[src/hdl/nfsa_pkg.sv]
package nfsa_pkg;

    localparam int NFSA_SLOTS = 256;

    localparam int OWNER_W    = 32;
    localparam int SLOT_IN_W  = 9;
    localparam int SLOT_OUT_W = 8;
    localparam int SCAN_W     = 16;

    localparam logic [OWNER_W-1:0] OWNER_NONE = 32'hFFFF_FFFF;

    typedef enum logic [1:0] {
        OP_REGISTER = 2'd0,
        OP_RELEASE  = 2'd1,
        OP_LOOKUP   = 2'd2
    } t_op;

    typedef enum logic [2:0] {
        ST_OK         = 3'd0,
        ST_NO_OBJECT  = 3'd1,
        ST_ALREADY    = 3'd2,
        ST_MEM_ERROR  = 3'd3,
        ST_FULL       = 3'd4,
        ST_BAD_SLOT   = 3'd5
    } t_status;

    // controller -> datapath
    typedef struct packed {
        logic load_in;      // input transfer: latch item, read owner memory
        logic finish_read;  // resolve lookup / release / refused register
        logic scan_init;    // start free-slot scan at next-fit pointer
        logic scan_step;    // advance scan to next word
        logic claim;        // take the slot found in the current word
        logic finish_full;  // scan wrapped with no free slot
    } t_cmd;

    // datapath -> controller
    typedef struct packed {
        logic reg_go;       // latched op is register and all object flags pass
        logic scan_hit;     // current scan word has a free slot
        logic scan_last;    // current scan word is the final visit
    } t_stat;

endpackage

[src/hdl/nfsa_ctrl.sv]
module nfsa_ctrl
    import nfsa_pkg::*;
(
    input  logic  i_clk,
    input  logic  i_rst_n,
    input  logic  i_in_valid,
    output logic  o_in_ready,
    output logic  o_out_valid,
    input  logic  i_out_ready,
    input  t_stat i_stat,
    output t_cmd  o_cmd
);

    typedef enum logic [1:0] {
        S_IDLE,
        S_READ,
        S_SCAN,
        S_DONE
    } t_state;

    t_state r_state, n_state;
    logic   r_out_valid, n_out_valid;

    assign o_in_ready  = (r_state == S_IDLE);
    assign o_out_valid = r_out_valid;

    always_comb begin
        n_state     = r_state;
        n_out_valid = r_out_valid;
        o_cmd       = '0;
        unique case (r_state)
            S_IDLE: begin
                if (i_in_valid) begin
                    o_cmd.load_in = 1'b1;
                    n_state       = S_READ;
                end
            end
            S_READ: begin
                if (i_stat.reg_go) begin
                    o_cmd.scan_init = 1'b1;
                    n_state         = S_SCAN;
                end else begin
                    o_cmd.finish_read = 1'b1;
                    n_out_valid       = 1'b1;
                    n_state           = S_DONE;
                end
            end
            S_SCAN: begin
                if (i_stat.scan_hit) begin
                    o_cmd.claim = 1'b1;
                    n_out_valid = 1'b1;
                    n_state     = S_DONE;
                end else if (i_stat.scan_last) begin
                    o_cmd.finish_full = 1'b1;
                    n_out_valid       = 1'b1;
                    n_state           = S_DONE;
                end else begin
                    o_cmd.scan_step = 1'b1;
                end
            end
            S_DONE: begin
                if (i_out_ready) begin
                    n_out_valid = 1'b0;
                    n_state     = S_IDLE;
                end
            end
            default: begin
                n_state     = S_IDLE;
                n_out_valid = 1'b0;
            end
        endcase
    end

    always_ff @(posedge i_clk) begin
        if (!i_rst_n) begin
            r_state     <= S_IDLE;
            r_out_valid <= 1'b0;
        end else begin
            r_state     <= n_state;
            r_out_valid <= n_out_valid;
        end
    end

endmodule

[config.mk]
export PLATFORM = sky130hd
export DESIGN_NAME = nfsa_ctrl
export DESIGN_NICKNAME = d
export VERILOG_FILES = /design/src/hdl/nfsa_pkg.sv /design/src/hdl/nfsa_ctrl.sv
export SDC_FILE = /design/constraint.sdc
export NUM_CORES = 1
export LEC_CHECK = 0
export BUFFER_PORTS_ARGS = -buffer_cell sky130_fd_sc_hd__buf_2
export CORE_AREA = 10 10 47 49
export CTS_CLUSTER_DIAMETER = 30
export DETAILED_ROUTE_END_ITERATION = 8
export DIE_AREA = 0 0 57 59
export SYNTH_ARGS = -nofsm -noshare
export SYNTH_HDL_FRONTEND = slang
export SYNTH_SLANG_ARGS = --single-unit
[constraint.sdc]
create_clock -name i_clk -period 2 [get_ports i_clk]
set_clock_uncertainty 0.2 [all_clocks]
set_input_delay 0.3 -clock i_clk [delete_from_list [all_inputs] [get_ports i_clk]]
set_output_delay 0.3 -clock i_clk [all_outputs]
set_load 0.01 [all_outputs]
Word level (Yosys, flattened, before mapping)
Cells that the tools add are included.
W data, S select, Z words.
{"block": "word_totals", "reg_bits": 3, "input_bits": 7, "output_inout_bits": 8, "word_cells": 35}
{"block": "classes", "eq_ne": 7, "n_mux": 22, "n_reduce_logical": 4}
{"cell": "$mux W1", "n": 14}
{"cell": "$mux W2", "n": 5}
{"cell": "$pmux W2 S4", "n": 1}
{"cell": "$ne A2 B2 Y1 const B", "n": 3}
{"cell": "$eq A2 B2 Y1 const B", "n": 2}
{"cell": "$reduce_and A4 Y1", "n": 1}
{"cell": "$mux W3", "n": 1}
{"cell": "$ne A3 B3 Y1 const B", "n": 1}
{"cell": "$pmux W1 S3", "n": 1}
{"cell": "$reduce_and A3 Y1", "n": 1}
{"cell": "$reduce_bool A3 Y1", "n": 1}
{"cell": "$eq A2 B1 Y1 const B", "n": 1}
{"cell": "$logic_not A2 Y1", "n": 1}

Depth between registers and ports, before layout
Gate-level depths: netlist of the first run.
{"block": "depth", "depth_word": 3, "depth_mapped": 6, "mapped_depth_nobuf": 5}

Worst setup path after synthesis of the first run
No wires, ideal clock.
{"block": "synth_path", "kind": "register to register", "startpoint": "reg r_state[0]", "endpoint": "reg r_out_valid (netlist: o_out_valid)", "setup_time_ps": 91, "arrival_ps": 1447, "required_time_ps": 1709, "setup_slack_ps": 262, "path_stages_with_launch": 7, "path_buffers": 1, "synth_period_minus_slack_ps": 1738, "path_cell_list": "dfxtp_1 inv_1 ha_1 or3b_1 buf_2 and3_4 a311oi_1"}
{"block": "synth_between", "elab_chain_len": 3, "elab_cells_between_ends": 9, "cone_classes": "eq/ne: 6; mux: 1; reduce/logical: 2"}
{"item": "start: declaration", "line": "nfsa_ctrl.sv:21", "rtl": "t_state r_state, n_state;"}
{"item": "start signal: assignment", "line": "nfsa_ctrl.sv:79", "rtl": "r_state <= n_state;"}
{"item": "$eq A2 B2 Y1 or $eq A2 B1 Y1 (tied branches)", "line": "nfsa_ctrl.sv:31", "rtl": "unique case (r_state)"}
{"item": "$ne A3 B3 Y1 (no source line), or another cell as far along"}
{"item": "$reduce_and A4 Y1 (no source line)"}
{"item": "end signal: assignment", "line": "nfsa_ctrl.sv:80", "rtl": "r_out_valid <= n_out_valid;"}
{"item": "end: declaration", "line": "nfsa_ctrl.sv:22", "rtl": "logic r_out_valid, n_out_valid;"}
Several ways; a longest one is shown, not always the timed one.
A chain may end at the register's enable or synchronous reset.

==> reports/metrics.yaml, run 1 <==
status: "finished clean"
drc: 0
initial_core_util: 0.199
final_area_um2: 408
cts_tree: "done"
r2r-start: "r_state[0]$_SDFFE_PN0P_"
maxCapViolCount: 0
hold_depth: 3
period_share: 0.956
hpwl_um: 619
crit_path_start_kind: "flop"
synth-seq-area-share: 0.215
io_buffers: 14
setup.worst_path.end_class: "output port"
clkTransAtPathRegs_ns: 0.04
grt_pass1_vias: 276
vias: 281
gp_congestion: 0.678
grtUsageTotal: 0.0458
critical_path.startpoint: "r_state[0]$_SDFFE_PN0P_"
cp.required_ns: 1.50
total_power_w: 0.000569
fin_ws_ns: 0.0881
die_h_um: 59
utilization: 0.291
holdWs_ns: 0.159
syn_nets: 42
worstPathMaxFanout: 4
min_period_ns: 1.91
cp_cell_sequence: "inv_2 -> ha_1 -> or3b_4 -> inv_1 -> buf_2"
wl_per_cell_um: 11.4
cts_buffers: 3
clkLatencyLatePin_ns: 0.23
syn_inst: 31
synth.top_cells.by_area: "dfxtp_1 (22%), ha_1 (18%), inv_1 (8.1%)"
coreArea_um2: 1400
grt_max_degree: 7
pre_cts_ws_ns: 0.134
cp.arrival_ns: 1.41
vdd_drop_max_v: 0.000551
synth_top_area_frac: 0.215
p_leak_nw: 0.230
antenna_found_initial: 0
cpPeakStageDelay_ns: 0.40
ff2ff_path_depth: 6
slew_viol_final: 0
path_class: "flop to output port"
wl_um: 753
place_area_um2: 364
multiInputGateArea_um2: 194
cts_sinks: 3
drive_gt1_frac: 0.520
synth-seq-cells: 3
dr.pass1.iters: 3
max_freq_mhz: 523
setup_violations: 0
antenna_left: 0
worstHoldStart: "i_rst_n"
synth_top_area_cell: "dfxtp_1"
grt_pass1_wl_um: 1170
regArea_um2: 60.1
antenna_cells: 0
syn2layout_area_growth_pct: 46.2
drtIter0Drc: 4
ios: 15
die_area_um2: 3360
synthDistinctLibCells: 21
yosysWarningCount: 0
hp-class: "primary input to flop"
gr-total-overflow: 0
worstMarginPinSlew_ns: 0.231
pwr_density_cell_nw_per_um2: 1390
die_w_um: 57
viasPerCell: 4.26
slowest_stage: "or3b_4"
htree_levels: 1
fp-row-count: 14
avgSynthCellArea_um2: 9.00
num-fill-cells: 156
hold_violations: 0
slew_headroom: 0.845
cts.path.max_buffers: 2
netlist_area_um2: 279
final_nets: 62
root_buffer: "clkbuf_4"
-- sequential cells by signal, indices dropped and copies added (netlist names) --
| register | count |
|---|---|
| r_state | 2 |
| o_out_valid | 1 |
-- power breakdown --
part | internal [W] | switching (W)
Sequential | 0.0000910 | 0.0000303
Clock | 0.0000746 | 0.0000294
Combinational | 0.000166 | 0.000177
Total | 0.000332 | 0.000237
-- synth_stat cells --
library cell,count
or3b_1,1
nand2b_1,1
a31o_1,1
nand4_1,1
a311oi_1,1
and3_4,1
nand2b_4,1
and3b_2,1
a21oi_1,1
and2_2,1
mux2i_1,1
nand3_1,1
inv_1,6
a221oi_2,1
nand2_1,1
a41oi_1,1
dfxtp_1,3
nor2b_1,1
ha_1,4
and2_1,1
buf_2,1
-- per-layer routing --
layer | part of all wire | up-vias | global-route usage
li1 | - | 145 | -
met1 | 0.45 | 124 | 0.0488
met2 | 0.42 | 12 | 0.0558
met3 | 0.13 | 0 | 0.0429
met4 | 0 | 0 | 0.0302
met5 | 0 | - | 0
-- through the flow --
| stage | instances | TNS (ns) |
|---|---|---|
| final | 66 | 0 |
| after global routing | 66 | -0.0109 |
| after CTS | 64 | 0 |
| after detailed placement | 60 | 0 |
| after global placement | 60 | 0 |
| after floorplan | 31 | 0 |
-- timing repair --
| item | 4_1_cts | 5_1_grt |
|---|---|---|
| endpoints found under the setup margin | 1 | 1 |
| hold buffers | 0 | 0 |
| gates resized for setup | 1 | 1 |
| pin swaps | 0 | 0 |
| buffers inserted | 0 | 2 |
-- final cells by class --
| type | count | share of cell area |
|---|---|---|
| sequential | 3 | 0.147 |
| multi-input combinational | 21 | 0.475 |
| timing repair buffer | 16 | 0.209 |
| clock buffer | 4 | 0.0644 |
| inverter | 6 | 0.0552 |
| tap | 16 | 0.0491 |
-- placed cells by master (no fill, tap or decap) --
cell type and count:
buf_2 14, inv_1 5, ha_1 4, clkbuf_4 3, dfxtp_1 3, buf_4 2, nand2_1 1, inv_2 1
nor2b_1 1, or3b_4 1, and2_2 1, and2_1 1, nand2b_1 1, nand2b_4 1, nand4_1 1, a31o_1 1
a21oi_1 1, and3_4 1, a41oi_1 1, a311oi_1 1, nand3_1 1, mux2i_1 1, a221oi_2 1, and3b_2 1
clkbuf_1 1
-- cells by family (layout without fill, tap and decap cells) --
kind of cell    count (synthesis)  in the layout  synth area share
fa+ha+maj                       4              4             0.179
mux                             1              1            0.0359
compound gates                  5              5             0.166
buf+inv                         7             26            0.0986
flops                           3              3             0.215
simple gates                   11             11             0.305
-- critical path: cells and delay by family (launching register included) --
family                     cells  cell delay [ns]
and+or+nand+nor                1             0.40
adders and majority gates      1             0.17
buffers and inverters          3             0.27
DFF                            1             0.35
-- final timing paths --
path	end	slack [ns]
worst min-delay path	r_state[0]$_SDFFE_PN0P_	0.16
worst min register to register	r_state[0]$_SDFFE_PN0P_	0.36
worst max-delay path	o_cmd[2]	0.09
worst max register to register	o_out_valid$_SDFFE_PN0P_	0.11
Note: power is estimated with default switching activity, not from simulation.
==> run 2, diff against run 1 <==
--- a/config.mk
+++ b/config.mk
@@ -5,7 +5,7 @@
 export SDC_FILE = /design/constraint.sdc
 export NUM_CORES = 1
 export LEC_CHECK = 0
-export BUFFER_PORTS_ARGS = -buffer_cell sky130_fd_sc_hd__buf_2
+export BUFFER_PORTS_ARGS = -buffer_cell sky130_fd_sc_hd__clkbuf_2
 export CORE_AREA = 10 10 47 49
 export CTS_CLUSTER_DIAMETER = 30
 export DETAILED_ROUTE_END_ITERATION = 8
==> run 2 against run 1 <==
Largest power group unchanged. Critical path depth unchanged. First-iteration DRC count decreased by 25%. Register-to-register slack improved by 0.07 ns. Utilization unchanged. Sequential power about the same. Maximum frequency increased by 2.7%. Total power increased by 2.0%. Sequential share of layout area unchanged. Cell area unchanged. Critical path type unchanged. Final cell count unchanged. Worst setup slack improved by 0.050 ns.
==> reports/metrics.yaml, run 2 (synthesized netlist as in run 1, its figures left out) <==
status: "finished clean"
hold_depth: 3
path_class: "flop to output port"
cp.arrival_ns: 1.36
coreArea_um2: 1400
setup_violations: 0
fp-row-count: 14
viasPerCell: 4.32
r2r_end: "o_out_valid$_SDFFE_PN0P_"
hold_violations: 0
tns_ns: 0
vdd_drop_max_v: 0.000434
layout_commonest_cell: "clkbuf_2"
worstMarginPinSlew_ns: 0.207
cts_buffers: 3
dr.pass1.iters: 2
highest_layer: "met4"
reg2reg_slack_ns: 0.18
die_h_um: 59
final_nets: 62
gr-total-overflow: 0
regMostFlops: "r_state"
final_cell_mix: "clkbuf_2 (14), inv_1 (5), ha_1 (4)"
route.met3.wl_um: 92
stdcell_count: 66
cts.path.max_buffers: 2
rsz0062_at_grt: "no"
wl_um: 700
antenna_left: 0
hp-class: "primary input to flop"
pre_cts_ws_ns: 0.180
die_area_um2: 3360
initial_core_util: 0.199
cts_sinks: 3
wl_met2_um: 253
whs_endpoint: "r_state[0]$_SDFFE_PN0P_"
slew_headroom: 0.861
crit_path_start_kind: "flop"
clkLatencyLatePin_ns: 0.23
grtUsageTotal: 0.0459
holdWs_ns: 0.137
r2r-start: "r_state[0]$_SDFFE_PN0P_"
cts_tree: "done"
wl_per_cell_um: 10.6
min_period_ns: 1.86
final_area_um2: 408
root_buffer: "clkbuf_4"
wl_met1_um: 323
largest_register_ffs: 2
cp.required_ns: 1.50
gp_congestion: 0.721
worstPathMaxFanout: 4
max_freq_mhz: 537
fin_ws_ns: 0.138
slew_viol_final: 0
place_area_um2: 364
vias: 285
grt_pass1_vias: 269
htree_levels: 1
ff2ff_path_depth: 6
period_share: 0.931
syn2layout_area_growth_pct: 46.2
worstHoldStart: "i_rst_n"
maxCapViolCount: 0
grt_max_degree: 7
setup.worst_path.end_class: "output port"
io_buffers: 14
grt_pass1_wl_um: 1150
dpl.cell_count: 60
drc: 0
antenna_found_initial: 0
pwr_density_cell_nw_per_um2: 1420
clkTransAtPathRegs_ns: 0.04
drtIter0Drc: 3
ios: 15
p_leak_nw: 0.227
critical_path.startpoint: "r_state[0]$_SDFFE_PN0P_"
antenna_cells: 0
drive_gt1_frac: 0.520
die_w_um: 57
run 2: changes by cell type in the layout (fill, tap and decap cells not counted), sizes merged:
cell | previous run | this run
clkbuf | 4 | 18
buf | 16 | 2
run 2: area by class of cell:
cell class	instances	area (um^2)
clock buffer	4	26.3
tap	16	20.0
inverter	6	22.5
sequential	3	60.1
fill	173	993
timing repair buffer	16	85.1
multi-input combinational	21	194
run 2: worst max-delay path, cell delays in order (launching register included):
cell      delay [ns]
dfxtp_1         0.34
inv_2           0.07
ha_1            0.16
or3b_4          0.38
inv_1           0.06
clkbuf_2        0.12
run 2: report_power, final:
group | total [W] | internal, W | switching (W)
combinational | 0.000352 | 0.000174 | 0.000179
clock | 0.000108 | 0.0000749 | 0.0000329
sequential | 0.000120 | 0.0000909 | 0.0000288
total | 0.000580 | 0.000340 | 0.000240
run 2: worst max-delay path by stage:
stage	depth (start not counted)	slack (ns)	end
6_report	5	0.14	o_cmd[2]
5_1_grt	5	0.03	o_cmd[2]
4_1_cts	5	0.006	o_cmd[2]
3_5_place_dp	5	0.18	o_out_valid$_SDFFE_PN0P_
3_3_place_gp	5	0.20	o_out_valid$_SDFFE_PN0P_
2_1_floorplan	6	0.26	o_out_valid$_SDFFE_PN0P_
run 2: layer usage:
| metal | vias up | GRT usage |
|---|---|---|
| li1 | 147 | - |
| met1 | 120 | 0.0441 |
| met3 | 4 | 0.0322 |
| met5 | - | 0 |
| met4 | 0 | 0.0604 |
| met2 | 14 | 0.0558 |
run 2: what timing repair did:
action                                 in CTS  in global routing
setup endpoints to repair                   1                  1
hold buffers                                0                  0
buffers inserted                            0                  2
endpoints found under the hold margin       0                  0
gates resized for setup                     1                  1
run 2: through the flow:
| step | util | power (W) |
|---|---|---|
| finish | 0.291 | 0.000580 |
| global route | 0.291 | 0.000644 |
| CTS | 0.280 | 0.000575 |
| detailed placement | 0.260 | 0.000458 |
| global placement | 0.260 | 0.000453 |
| floorplan | - | 0.000358 |
==> run 3, diff against run 2 <==
--- a/config.mk
+++ b/config.mk
@@ -7,6 +7,7 @@
 export LEC_CHECK = 0
 export BUFFER_PORTS_ARGS = -buffer_cell sky130_fd_sc_hd__clkbuf_2
 export CORE_AREA = 10 10 47 49
+export CTS_BUF_LIST = sky130_fd_sc_hd__clkbuf_4 sky130_fd_sc_hd__clkbuf_8
 export CTS_CLUSTER_DIAMETER = 30
 export DETAILED_ROUTE_END_ITERATION = 8
 export DIE_AREA = 0 0 57 59
==> run 3 against run 2 <==
Sequential share of layout area decreased by 0.13 points. Final cell count is the same. Largest cell class unchanged. Largest power group unchanged. Flip-flop and latch count did not move. Highest routed layer unchanged. Worst setup slack worse by 0.0014 ns.
==> reports/metrics.yaml, run 3 (synthesized netlist as in run 1, its figures left out) <==
cts.path.max_buffers: 2
grt_max_degree: 7
wl_um: 705
period_share: 0.932
io_buffers: 14
max_freq_mhz: 537
die_w_um: 57
status: "finished clean"
p_int_w: 0.000353
htree_levels: 1
p_switching_w: 0.000241
switching_share: 0.406
slew_viol_final: 0
fp-row-count: 14
seqPwrFrac: 0.201
grtUsageTotal: 0.0459
power.share.combinational: 0.593
cts_sinks: 3
syn2layout_area_growth_pct: 47.5
wl_per_cell_um: 10.7
rsz0062_at_grt: "no"
pre_cts_ws_ns: 0.180
holdWs_ns: 0.136
largest_register_ffs: 2
vdd_drop_max_v: 0.000434
grt_pass1_wl_um: 1150
fin_ws_ns: 0.137
dr.pass1.iters: 2
cp.required_ns: 1.50
antenna_left: 0
hp-class: "primary input to flop"
clkTransAtPathRegs_ns: 0.04
layout_commonest_cell: "clkbuf_2"
worstMarginPinSlew_ns: 0.207
drc: 0
tns_ns: 0
regMostFlops: "r_state"
final_nets: 62
initial_core_util: 0.199
reg2reg_slack_ns: 0.18
clkLatencyLatePin_ns: 0.23
maxCapViolCount: 0
setup.worst_path.end_class: "output port"
ff2ff_path_depth: 6
antenna_cells: 0
hold_violations: 0
cts_tree: "done"
die_h_um: 59
total_power_w: 0.000594
min_period_ns: 1.86
die_area_um2: 3360
cp.arrival_ns: 1.36
hold_buffers: 0
path_class: "flop to output port"
cts_buffers: 3
drtIter0Drc: 3
final_cell_mix: "clkbuf_2 (14), inv_1 (5), ha_1 (4), clkbuf_4 (4), dfxtp_1 (3)"
coreArea_um2: 1400
clkPwrFrac: 0.206
ios: 15
crit_path_start_kind: "flop"
gr-total-overflow: 0
slew_headroom: 0.861
worstPathMaxFanout: 4
hold_depth: 3
root_buffer: "clkbuf_4"
utilization: 0.294
p_leak_nw: 0.231
viasPerCell: 4.32
antenna_found_initial: 0
grt_pass1_vias: 268
drive_gt1_frac: 0.540
setup_violations: 0
gp_congestion: 0.721
vias: 285
pwr_density_cell_nw_per_um2: 1440
-- run 3: final timing paths --
check                                                end                startpoint
worst max register to register  o_out_valid$_SDFFE_PN0P_   r_state[0]$_SDFFE_PN0P_
worst min-delay path             r_state[0]$_SDFFE_PN0P_                   i_rst_n
worst max-delay path                            o_cmd[2]   r_state[0]$_SDFFE_PN0P_
worst min register to register  o_out_valid$_SDFFE_PN0P_  o_out_valid$_SDFFE_PN0P_
-- run 3: stage by stage --
stage	instance area [um^2]	instances
floorplan	279	31
global placement	364	60
detailed placement	364	60
CTS	397	64
global route	412	66
finish	412	66
-- run 3: area by class of cell --
| cell class | instances | area (um^2) |
|---|---|---|
| sequential | 3 | 60.1 |
| fill | 173 | 990 |
| tap | 16 | 20.0 |
| multi-input combinational | 21 | 194 |
| clock buffer | 4 | 30.0 |
| inverter | 6 | 22.5 |
| timing repair buffer | 16 | 85.1 |
-- run 3: worst max-delay path, stage by stage (launching register included) --
cell and delay [ns]:
dfxtp_1 0.34, inv_2 0.07, ha_1 0.16, or3b_4 0.38, inv_1 0.06, clkbuf_2 0.12
-- run 3: repair_timing --
item,CTS,global route
endpoints found under the hold margin,0,0
resized for setup,1,1
endpoints found under the setup margin,1,1
setup buffers,0,2
-- run 3: power by group through the flow --
stage	logic, W	clock network, W	registers [W]
after floorplan	0.000239	0	0.000119
after global placement	0.000333	0	0.000120
after detailed placement	0.000338	0	0.000120
after CTS	0.000343	0.000128	0.000118
after global routing	0.000395	0.000135	0.000126
final	0.000352	0.000122	0.000120
-- run 3: metal layers --
metal | global-route usage | wire length, um
met5 | 0 | 0
met4 | 0.0604 | 31
met3 | 0.0322 | 92
met2 | 0.0558 | 257
met1 | 0.0441 | 324
